[src/sv/fpba_pkg.sv]
// ----------------------------------------------------------------------------
// fpba_pkg: shared types and constants of the fit policy block allocator
// Request and response payloads, policy and mode codes, register indexes,
// sequencer states and the control group of the pick unit.
// ----------------------------------------------------------------------------
package fpba_pkg;

   // Default sizing of the block table
   localparam int MAX_BLOCKS_DEF = 16;
   localparam int SIZE_BITS_DEF  = 16;

   // Fixed field widths of the ports
   localparam int SLOT_W    = 4;
   localparam int AMOUNT_W  = 16;
   localparam int POLICY_W  = 2;
   localparam int ACTIVE_W  = 5;
   localparam int CSR_IDX_W = 4;
   localparam int CSR_DAT_W = 5;

   // Register indexes of the configuration port
   localparam logic [CSR_IDX_W-1:0] CSR_FIT_POLICY    = CSR_IDX_W'(0);
   localparam logic [CSR_IDX_W-1:0] CSR_ACTIVE_BLOCKS = CSR_IDX_W'(1);

   // Reset values of the configuration registers
   localparam logic [POLICY_W-1:0] FIT_POLICY_RST    = '0;
   localparam logic [ACTIVE_W-1:0] ACTIVE_BLOCKS_RST = ACTIVE_W'(16);

   // Request kinds
   localparam logic MODE_LOAD  = 1'b0;
   localparam logic MODE_ALLOC = 1'b1;

   // Placement rules; the unused code behaves as first fit
   typedef enum logic [POLICY_W-1:0] {
      FIT_FIRST = 2'd0,
      FIT_BEST  = 2'd1,
      FIT_WORST = 2'd2
   } fit_policy_type;

   // Sequencer states
   typedef enum logic [1:0] {
      ST_IDLE,
      ST_SCAN,
      ST_WRITE
   } state_type;

   typedef struct packed {
      logic                mode;
      logic [SLOT_W-1:0]   block_slot;
      logic [AMOUNT_W-1:0] amount;
      logic                last_request;
   } req_type;

   typedef struct packed {
      logic                granted;
      logic [SLOT_W-1:0]   chosen_block;
      logic [AMOUNT_W-1:0] remaining;
      logic                batch_end;
   } rsp_type;

   // Control of the pick unit
   typedef struct packed {
      logic clear;
      logic sample;
   } pick_ctl_type;

endpackage

[src/sv/fpba_ram.sv]
// ----------------------------------------------------------------------------
// fpba_ram: generic single write, single read RAM
// One write port and one read port with registered read data; no reset.
// ----------------------------------------------------------------------------
module fpba_ram #(
   parameter int WIDTH = 16,
   parameter int DEPTH = 16
) (
   input  logic                                      clock,
   input  logic                                      wr_en,
   input  logic [((DEPTH > 1) ? $clog2(DEPTH) : 1)-1:0] wr_addr,
   input  logic [WIDTH-1:0]                          wr_data,
   input  logic [((DEPTH > 1) ? $clog2(DEPTH) : 1)-1:0] rd_addr,
   output logic [WIDTH-1:0]                          rd_data
);

   logic [WIDTH-1:0] mem_ff [DEPTH];
   logic [WIDTH-1:0] rd_data_ff;

   // Write one entry, read one entry a cycle
   always_ff @(posedge clock) begin
      if (wr_en) begin
         mem_ff[wr_addr] <= wr_data;
      end
      rd_data_ff <= mem_ff[rd_addr];
   end

   assign rd_data = rd_data_ff;

endmodule

[src/sv/fpba_pick_unit.sv]
// ----------------------------------------------------------------------------
// fpba_pick_unit: running selection of the fitting block
// Compares one table entry a cycle against the request and the best block
// seen so far, and keeps the chosen index and its free size.
// ----------------------------------------------------------------------------
module fpba_pick_unit #(
   parameter int SIZE_BITS = 16,
   parameter int IDX_W     = 4
) (
   input  logic                              clock,
   input  logic                              reset,
   input  fpba_pkg::pick_ctl_type            ctl,
   input  logic [fpba_pkg::POLICY_W-1:0]     policy,
   input  logic [SIZE_BITS-1:0]              amount,
   input  logic [SIZE_BITS-1:0]              data,
   input  logic [IDX_W-1:0]                  index,
   output logic                              found,
   output logic [IDX_W-1:0]                  pick,
   output logic [SIZE_BITS-1:0]              best
);

   import fpba_pkg::*;

   logic                 found_ff, found_in;
   logic [IDX_W-1:0]     pick_ff, pick_in;
   logic [SIZE_BITS-1:0] best_ff, best_in;
   logic                 fits;
   logic                 better;

   // Decide whether the sampled entry replaces the current choice
   always_comb begin
      fits = (data >= amount);
      if (!found_ff) begin
         better = 1'b1;
      end else if (policy == FIT_BEST) begin
         better = (data < best_ff);
      end else if (policy == FIT_WORST) begin
         better = (data > best_ff);
      end else begin
         better = 1'b0;
      end

      found_in = found_ff;
      pick_in  = pick_ff;
      best_in  = best_ff;
      priority if (ctl.clear) begin
         found_in = 1'b0;
      end else if (ctl.sample && fits && better) begin
         found_in = 1'b1;
         pick_in  = index;
         best_in  = data;
      end else begin
         // hold the current choice
         found_in = found_ff;
      end
   end

   always_ff @(posedge clock) begin
      if (reset) begin
         found_ff <= 1'b0;
      end else begin
         found_ff <= found_in;
      end
      pick_ff <= pick_in;
      best_ff <= best_in;
   end

   assign found = found_ff;
   assign pick  = pick_ff;
   assign best  = best_ff;

endmodule

[src/sv/fit_policy_block_allocator_top.sv]
// ----------------------------------------------------------------------------
// fit_policy_block_allocator_top: first, best and worst fit block allocator
// A load request writes one block's free size and gives no response. An
// allocation request scans blocks 0 to L-1, where L is active_blocks capped
// at MAX_BLOCKS, one table entry per cycle through the single read port of
// the table, then writes the chosen block back if one fits. busy stays high
// through the scan and write back states, so a new request is taken only
// once the block is idle again; the response is registered from the write
// back state. rsp_valid is high for exactly one cycle per allocation and the
// receiver cannot stall it. The table has no reset; only loaded blocks may
// be scanned.
// ----------------------------------------------------------------------------
module fit_policy_block_allocator_top #(
   parameter int MAX_BLOCKS = fpba_pkg::MAX_BLOCKS_DEF,
   parameter int SIZE_BITS  = fpba_pkg::SIZE_BITS_DEF
) (
   input  logic                               clock,
   input  logic                               reset,
   input  logic                               start,
   output logic                               busy,
   input  fpba_pkg::req_type                  req_data,
   output logic                               rsp_valid,
   output fpba_pkg::rsp_type                  rsp_data,
   input  logic                               csr_we,
   input  logic [fpba_pkg::CSR_IDX_W-1:0]     csr_index,
   input  logic [fpba_pkg::CSR_DAT_W-1:0]     csr_wdata
);

   import fpba_pkg::*;

   localparam int IDX_W = (MAX_BLOCKS > 1) ? $clog2(MAX_BLOCKS) : 1;
   localparam int CNT_W = $clog2(MAX_BLOCKS + 1);
   localparam int LIM_W = (CNT_W > ACTIVE_W) ? CNT_W : ACTIVE_W;

   state_type             state_ff, state_in;
   logic [POLICY_W-1:0]   fit_policy_ff, fit_policy_in;
   logic [ACTIVE_W-1:0]   active_ff, active_in;
   logic [POLICY_W-1:0]   policy_ff, policy_in;
   logic [CNT_W-1:0]      cnt_ff, cnt_in;
   logic [CNT_W-1:0]      limit_ff, limit_in;
   logic [SIZE_BITS-1:0]  amt_ff, amt_in;
   logic                  last_ff, last_in;
   logic                  vld_ff, vld_in;
   logic [IDX_W-1:0]      idx_ff, idx_in;
   logic                  rsp_valid_ff, rsp_valid_in;
   rsp_type               rsp_ff, rsp_in;

   logic                  accept;
   logic                  issue;
   logic [LIM_W-1:0]      act_ext;
   logic                  slot_ok;
   logic                  ram_we;
   logic [IDX_W-1:0]      ram_waddr;
   logic [SIZE_BITS-1:0]  ram_wdata;
   logic [SIZE_BITS-1:0]  ram_rdata;
   logic [SIZE_BITS-1:0]  diff;
   pick_ctl_type          pick_ctl;
   logic                  found;
   logic [IDX_W-1:0]      pick;
   logic [SIZE_BITS-1:0]  best;

   assign accept  = start && !busy;
   assign act_ext = LIM_W'(active_ff);
   assign slot_ok = (int'(req_data.block_slot) < MAX_BLOCKS);
   assign issue   = (cnt_ff != limit_ff);
   assign diff    = best - amt_ff;

   // Capture configuration writes
   always_comb begin
      fit_policy_in = fit_policy_ff;
      active_in     = active_ff;
      if (csr_we && (csr_index == CSR_FIT_POLICY)) begin
         fit_policy_in = csr_wdata[POLICY_W-1:0];
      end
      if (csr_we && (csr_index == CSR_ACTIVE_BLOCKS)) begin
         active_in = csr_wdata[ACTIVE_W-1:0];
      end
   end

   // Sequence load, scan and write back
   always_comb begin
      state_in     = state_ff;
      policy_in    = policy_ff;
      cnt_in       = cnt_ff;
      limit_in     = limit_ff;
      amt_in       = amt_ff;
      last_in      = last_ff;
      vld_in       = 1'b0;
      idx_in       = cnt_ff[IDX_W-1:0];
      rsp_valid_in = 1'b0;
      rsp_in       = rsp_ff;
      pick_ctl     = '{clear: 1'b0, sample: vld_ff};
      ram_we       = 1'b0;
      ram_waddr    = pick;
      ram_wdata    = diff;

      unique case (state_ff)
         ST_IDLE: begin
            if (accept && (req_data.mode == MODE_LOAD)) begin
               ram_we    = slot_ok;
               ram_waddr = IDX_W'(req_data.block_slot);
               ram_wdata = SIZE_BITS'(req_data.amount);
            end else if (accept) begin
               policy_in      = fit_policy_ff;
               amt_in         = SIZE_BITS'(req_data.amount);
               last_in        = req_data.last_request;
               cnt_in         = '0;
               limit_in       = (act_ext > LIM_W'(MAX_BLOCKS)) ? CNT_W'(MAX_BLOCKS)
                                                               : CNT_W'(act_ext);
               pick_ctl.clear = 1'b1;
               state_in       = ST_SCAN;
            end
         end
         ST_SCAN: begin
            // Issue one read a cycle; the previous read is compared meanwhile
            if (issue) begin
               vld_in = 1'b1;
               cnt_in = cnt_ff + CNT_W'(1);
            end else begin
               state_in = ST_WRITE;
            end
         end
         ST_WRITE: begin
            ram_we                = found;
            rsp_valid_in          = 1'b1;
            rsp_in.granted        = found;
            rsp_in.chosen_block   = found ? SLOT_W'(pick) : '0;
            rsp_in.remaining      = found ? AMOUNT_W'(diff) : '0;
            rsp_in.batch_end      = last_ff;
            state_in              = ST_IDLE;
         end
         default: begin
            state_in = ST_IDLE;
         end
      endcase
   end

   always_ff @(posedge clock) begin
      if (reset) begin
         state_ff      <= ST_IDLE;
         fit_policy_ff <= FIT_POLICY_RST;
         active_ff     <= ACTIVE_BLOCKS_RST;
         vld_ff        <= 1'b0;
         rsp_valid_ff  <= 1'b0;
         cnt_ff        <= '0;
         limit_ff      <= '0;
      end else begin
         state_ff      <= state_in;
         fit_policy_ff <= fit_policy_in;
         active_ff     <= active_in;
         vld_ff        <= vld_in;
         rsp_valid_ff  <= rsp_valid_in;
         cnt_ff        <= cnt_in;
         limit_ff      <= limit_in;
      end
      policy_ff <= policy_in;
      amt_ff    <= amt_in;
      last_ff   <= last_in;
      idx_ff    <= idx_in;
      rsp_ff    <= rsp_in;
   end

   fpba_ram #(
      .WIDTH (SIZE_BITS),
      .DEPTH (MAX_BLOCKS)
   ) u_table (
      .clock   (clock),
      .wr_en   (ram_we),
      .wr_addr (ram_waddr),
      .wr_data (ram_wdata),
      .rd_addr (cnt_ff[IDX_W-1:0]),
      .rd_data (ram_rdata)
   );

   fpba_pick_unit #(
      .SIZE_BITS (SIZE_BITS),
      .IDX_W     (IDX_W)
   ) u_pick (
      .clock  (clock),
      .reset  (reset),
      .ctl    (pick_ctl),
      .policy (policy_ff),
      .amount (amt_ff),
      .data   (ram_rdata),
      .index  (idx_ff),
      .found  (found),
      .pick   (pick),
      .best   (best)
   );

   assign busy      = (state_ff != ST_IDLE);
   assign rsp_valid = rsp_valid_ff;
   assign rsp_data  = rsp_ff;

`ifndef SYNTHESIS
   // A response follows only the write back step
   a_rsp_after_write: assert property (@(posedge clock) disable iff (reset)
      rsp_valid |-> $past(state_ff == ST_WRITE))
      else $error("response without write back");

   // The scan counter never passes the scan limit
   a_cnt_in_range: assert property (@(posedge clock) disable iff (reset)
      (state_ff == ST_SCAN) |-> (cnt_ff <= limit_ff))
      else $error("scan counter beyond limit");

   // A granted block lies inside the scanned range
   a_pick_in_range: assert property (@(posedge clock) disable iff (reset)
      ((state_ff == ST_WRITE) && found) |-> (CNT_W'(pick) < limit_ff))
      else $error("chosen block outside scanned range");
`endif

endmodule

[config.mk]
export PLATFORM = sky130hd
export DESIGN_NAME = fit_policy_block_allocator_top
export DESIGN_NICKNAME = d
export VERILOG_FILES = /design/src/sv/fpba_pkg.sv /design/src/sv/fpba_ram.sv /design/src/sv/fpba_pick_unit.sv /design/src/sv/fit_policy_block_allocator_top.sv
export SDC_FILE = /design/constraint.sdc
export NUM_CORES = 1
export LEC_CHECK = 0
export BUFFER_PORTS_ARGS = -buffer_cell sky130_fd_sc_hd__clkbuf_2
export CORE_AREA = 2 2 246 248
export CTS_BUF_LIST = sky130_fd_sc_hd__clkbuf_8
export CTS_CLUSTER_SIZE = 25
export DETAILED_ROUTE_END_ITERATION = 12
export DIE_AREA = 0 0 248 250
export PLACE_DENSITY = 0.47
export SETUP_SLACK_MARGIN = 0.15
export SLEW_MARGIN = 25
export SYNTH_ARGS = -nofsm -noshare
export SYNTH_HDL_FRONTEND = slang
export SYNTH_SLANG_ARGS = --single-unit
[constraint.sdc]
create_clock -name clock -period 7.4 [get_ports clock]
set_clock_uncertainty 0.2 [all_clocks]
set_input_delay 0.74 -clock clock [delete_from_list [all_inputs] [get_ports clock]]
set_output_delay 0.74 -clock clock [all_outputs]
set_load 0.05 [all_outputs]
### Yosys cells after proc, flatten, opt, wreduce, memory -nomap -nowiden

Memories as Yosys holds them, arrays and structs flattened. A register that Yosys moved wholly into a read port is not among the register bits.
Cells that the tools add are included.

| storage, ports and cells | value |
|---|---|
| register bits after elaboration | 87 |
| RAM bits | 256 |
| bits of input ports | 35 |
| output and inout port bits | 24 |
| memories | 1 |

| operators by class | value |
|---|---|
| add/sub/neg operators | 2 |
| $lt $le $gt $ge | 4 |
| equal/unequal tests | 10 |
| multiplexer cells | 25 |
| bitwise operators | 4 |
| reduce and logical (&&, ||, !) cells | 17 |

Memories:

| memory | words | bits a word | read ports | clocked after Yosys merged registers in | wr ports | line | text |
|---|---|---|---|---|---|---|---|
| u_table.mem_ff | 16 | 16 | 1 | 1 | 1 | fpba_ram.sv:17 | `logic [WIDTH-1:0] mem_ff [DEPTH];` |

Operator list:

| kind | number |
|---|---|
| 16-bit 2-to-1 mux | 2 |
| 5-bit 2-to-1 mux | 4 |
| 16-bit greater-or-equal comparator | 1 |
| 16-bit > comparator | 1 |
| 16-bit < comparator | 1 |
| 16-bit subtractor | 1 |
| 1-bit 2-to-1 mux | 11 |
| 5-bit one-hot mux with 2 select lines | 1 |
| 4-bit 2-to-1 mux | 2 |
| 2-bit != test, second input constant | 4 |
| 1-bit logical AND | 6 |
| 2-bit 2-to-1 mux | 3 |
| 3-bit AND reduction | 2 |
| 5-bit by 1-bit adder with 5-bit output, second input constant | 1 |
| 5-bit > comparator, second input constant | 1 |
| 5-bit != test | 1 |
| 2-bit by 1-bit == test with 1-bit output, second input constant | 2 |
| 2-bit == test, second input constant | 2 |
| 4-bit by 1-bit == test with 1-bit output, second input constant | 1 |
| 4-bit zero test | 1 |
| 1-bit NOT | 4 |
| 2-bit one-hot mux with 2 select lines | 1 |
| 4-bit AND reduction | 1 |
| 2-bit nonzero test | 2 |
| other kinds (5) | 6 |

### Logic depth before layout (Yosys ltp)

| logic depth | value |
|---|---|
| word-level depth | 8 |
| depth in mapped cells | 9 |

### Hierarchy

From an unflattened synthesis, not the netlist that was laid out.

| second synthesis, totals | value |
|---|---|
| cell total of the unflattened synthesis | 899 |
| area, all modules | 14828.0 um2 |

By module, submodules not included:

| module | instances | cells an instance | area each (um2) | sequential area each (um2) |
|---|---|---|---|---|
| fpba_ram | 1 | 432 | 10042.1 | 8007.7 |
| fit_policy_block_allocator_top | 1 | 327 | 3291.9 | 1731.7 |
| fpba_pick_unit | 1 | 140 | 1493.9 | 620.6 |

### Least setup slack after synthesis

OpenSTA, ideal clock, no wires.

| path | value |
|---|---|
| kind | register -> register |
| from | register u_pick.best_ff[15] (netlist: u_pick.best[15]) |
| to | register u_pick.best_ff[0] (netlist: u_pick.best[0]) (enable) |
| arrival | 3.224 ns |
| required time | 6.772 ns |
| slack | 3.548 ns |
| stages on the path, launching flop included | 9 |
| buffers on the path | 0 |
| clock period less this slack | 3.852 ns |
| cells stage by stage | edfxtp_1 -> inv_1 -> ha_1 -> nand4_1 -> or4_1 -> a21oi_1 -> nor4bb_1 -> mux2i_1 -> a211oi_1 |

| between the ends | value |
|---|---|
| cells in the longest elaborated chain, start to end | 6 |
| elaborated cells on any way between the ends | 7 |
| classes of those cells | order compare (2); mux (3); reduce/logical (2) |

RTL lines:

| what | line | text |
|---|---|---|
| start: declaration | fpba_pick_unit.sv:26 | `logic [SIZE_BITS-1:0] best_ff, best_in;` |
| start signal: assignment | fpba_pick_unit.sv:65 | `best_ff <= best_in;` |
| 16-bit > comparator | fpba_pick_unit.sv:38 | `better = (data > best_ff);` |
| 1-bit 2-to-1 mux | fpba_pick_unit.sv:37 | `end else if (policy == FIT_WORST) begin` |
| 1-bit 2-to-1 mux (*) | fpba_pick_unit.sv:35 | `end else if (policy == FIT_BEST) begin` |
| 1-bit 2-to-1 mux (*) | fpba_pick_unit.sv:33 | `if (!found_ff) begin` |
| 1-bit logical AND (*) | fpba_pick_unit.sv:48 | `end else if (ctl.sample && fits && better) begin` |
| 2-bit AND reduction (no line) (*) | n/a |  |

Every way passes the cells marked *; elsewhere a longest branch is shown, timed or not.
A chain may end at the register's enable or synchronous reset.

### Worst setup path in the final report

| path | value |
|---|---|
| from | register u_pick.best_ff[15] (netlist: u_pick.best[15]) |
| to | register u_pick.best_ff[3] (netlist: u_pick.best[3]) (enable) |

Same word-level chain as after synthesis.

==> out/results.ini <==
[grt]
grt_use_total_pct=11.3
antenna_found_initial=0
grt_overflow=0
grt_max_degree=56
grt_pass1_wl_mm=52.0
grt_pass1_vias=8150

[sta]
setup_viol=0
slew_violations=0
max_slew_margin_pct=31.5
fmax_ghz=0.312
finalCritPeriodShare_pct=43.3
setup-tns-final_ps=0
rsz0062_at_grt=no
tightest_slew_ps=1020
hold_violations=0
fin_crit_ps=3210

[critical_path]
ff2ff_path_depth=9
crit_type=flip-flop to flip-flop
crit_arrival_ps=3350
end_kind=flip-flop
startpoint_type=flip-flop
required_ps=7540
worst-path-max-fanout=11

[place]
io_buffer_count=58
hpwl_mm=22.9
dpl_cell_area_mm2=0.0161
gp_congestion=0.785

[detailed_routing]
final_antenna_net_count=0
routed-via-count=7743
drc=0
first_pass_iters=4
wl_per_cell_um=19.3
wirelength_mm=34.4
routed_via_density=4.35
drt_iter0_drc=492

[clock_tree]
clockBufferDepth=3
h-tree-depth=2
clkLatencyLatePin_ps=660
numCtsBuffers=61
hold_buffers=0
root_buffer=clkbuf_8
cts_tree=yes
postCtsSetupRepairBufs=0
clk_pin_slew_worst_paths_ps=60
cts_resized=0
cts_sinks=359

[synth]
synth_edf_count=317
syn_nets=925
avgSynthCellArea_um2=17.5
async_reset_ff_share_pct=0
synth_cell_types=53
synth_seq_area_share_pct=70.4
synth_flop_cell=edfxtp_1
synth_warnings=0
postSynthCellCount=841
syn_area_mm2=0.0147
synth-seq-cells=359

[power_and_ir_drop]
powerDensity_mw_per_mm2=237
switching_power_w=0.000939
combPwrFrac_pct=4.7
p_total_w=0.00409
power_leakage_nw=5.81
power_frac_clock_pct=40.1
vdd_drop_max_uv=126
pwr-share-seq_pct=55.2
power.internal_w=0.00315
swShare_pct=23.0

[cells_and_area]
num_antenna_cells=0
drive_gt1_share_pct=26.7
syn_to_final_growth_pct=17.0
mostFrequentLayoutCells=edfxtp_1, mux4_2, clkbuf_8, clkbuf_2, inv_1
fin_util_pct=28.9
final_area_mm2=0.0172
fin_nets=1040
final_common_cell=edfxtp_1
fillerInstances=5892

[run_status]
outcome=completed

[floorplanning]
ios=59
dieWidth_um=248
initial_core_util_pct=24.7
rows=90
core_area_mm2=0.0596
die_h_um=250
die-area_mm2=0.0620

[run]
maxCapViolCount=0

[worst_hold_path]
holdPathStages=1
hold_path.class=input port to flip-flop

-- stage by stage --
stage	hold WS [ps]	instances	worst slack, ps
final	68.8	1780	4190
after global routing	27.7	1780	3970
after CTS	8.13	1780	4160
after detailed placement	202	1675	3970
after global placement	190	1674	3940
after floorplan	126	841	3550
-- worst max-delay path, stage by stage, from the launching register on --
cell and delay [ps]:
edfxtp_1 370, inv_1 50, ha_1 290, nand4_1 160, or4_1 580, a21oi_1 140
nor4bb_1 90, mux2i_1 160, a211oi_4 620, buf_8 240
-- cell families after synthesis --
kind of cell | synth area share [%]
DFF | 70.4
and+or+nand+nor | 4.95
AOI/OAI and AO/OA | 4.04
muxes | 12.9
buffers and inverters | 2.24
adders and majority gates | 4.22
xor gates and xnor gates | 1.31
-- state kept, by name, summed over array words and instances (netlist names), 5 cells and up --
| register | count |
|---|---|
| u_table.mem_ff | 256 |
| rsp_data | 22 |
| amt_ff | 16 |
| u_pick.best | 16 |
| u_table.rd_data | 16 |
| act_ext | 5 |
| cnt_ff | 5 |
| limit_ff | 5 |
-- final timing paths --
path / slack, ps / endpoint / start
worst max register to register: 4190 / u_pick.best[3] / u_pick.best[15]
worst max-delay path: 4190 / u_pick.best[3] / u_pick.best[15]
worst min-delay path: 70 / last_ff / req_data[0]
worst min register to register: 210 / u_pick.pick[1] / idx_ff[1]
-- cell usage after synthesis (5+ instances only) --
cell type	instances	area (um2)
ha_1	48	601
clkbuf_1	9	33.8
nand2_1	43	161
dfxtp_1	42	841
buf_2	8	40.0
mux4_2	79	1780
xnor2_1	5	43.8
nand3_1	8	40.0
nor2_1	51	191
nand2b_1	6	37.5
mux2i_1	9	90.1
o21ai_1	13	65.1
nor2b_1	7	43.8
xor2_1	17	149
a31oi_1	8	50.1
o21ai_0	12	60.1
nor3_1	15	75.1
a21oi_1	35	175
edfxtp_1	317	9520
inv_1	40	150
nand3b_1	6	45.0
-- area by class of cell --
cell class / instances / area, um2 / share of cell area (%)
Multi-Input combinational cell: 414 / 4160 / 24.1
Clock inverter: 36 / 161 / 0.937
Tap cell: 782 / 978 / 5.68
Clock buffer: 69 / 950 / 5.52
Inverter: 42 / 158 / 0.916
Sequential cell: 359 / 10400 / 60.2
Timing Repair Buffer: 78 / 448 / 2.60
-- per-layer routing --
layer | vias up | wire [um] | GRT usage [%]
met5 | - | 0 | 0
met2 | 156 | 15500 | 17.1
met3 | 56 | 1380 | 2.19
met1 | 3973 | 16700 | 16.1
li1 | 3558 | - | -
met4 | 0 | 767 | 3.73
-- power groups by stage --
stage	logic, W	clock network (W)	registers [W]
after floorplan	0.0000995	0	0.00230
after global placement	0.000190	0	0.00230
after detailed placement	0.000194	0	0.00230
after CTS	0.000195	0.00170	0.00226
after global routing	0.000214	0.00178	0.00226
final	0.000193	0.00164	0.00226
Power figures use the tool's default switching activity.
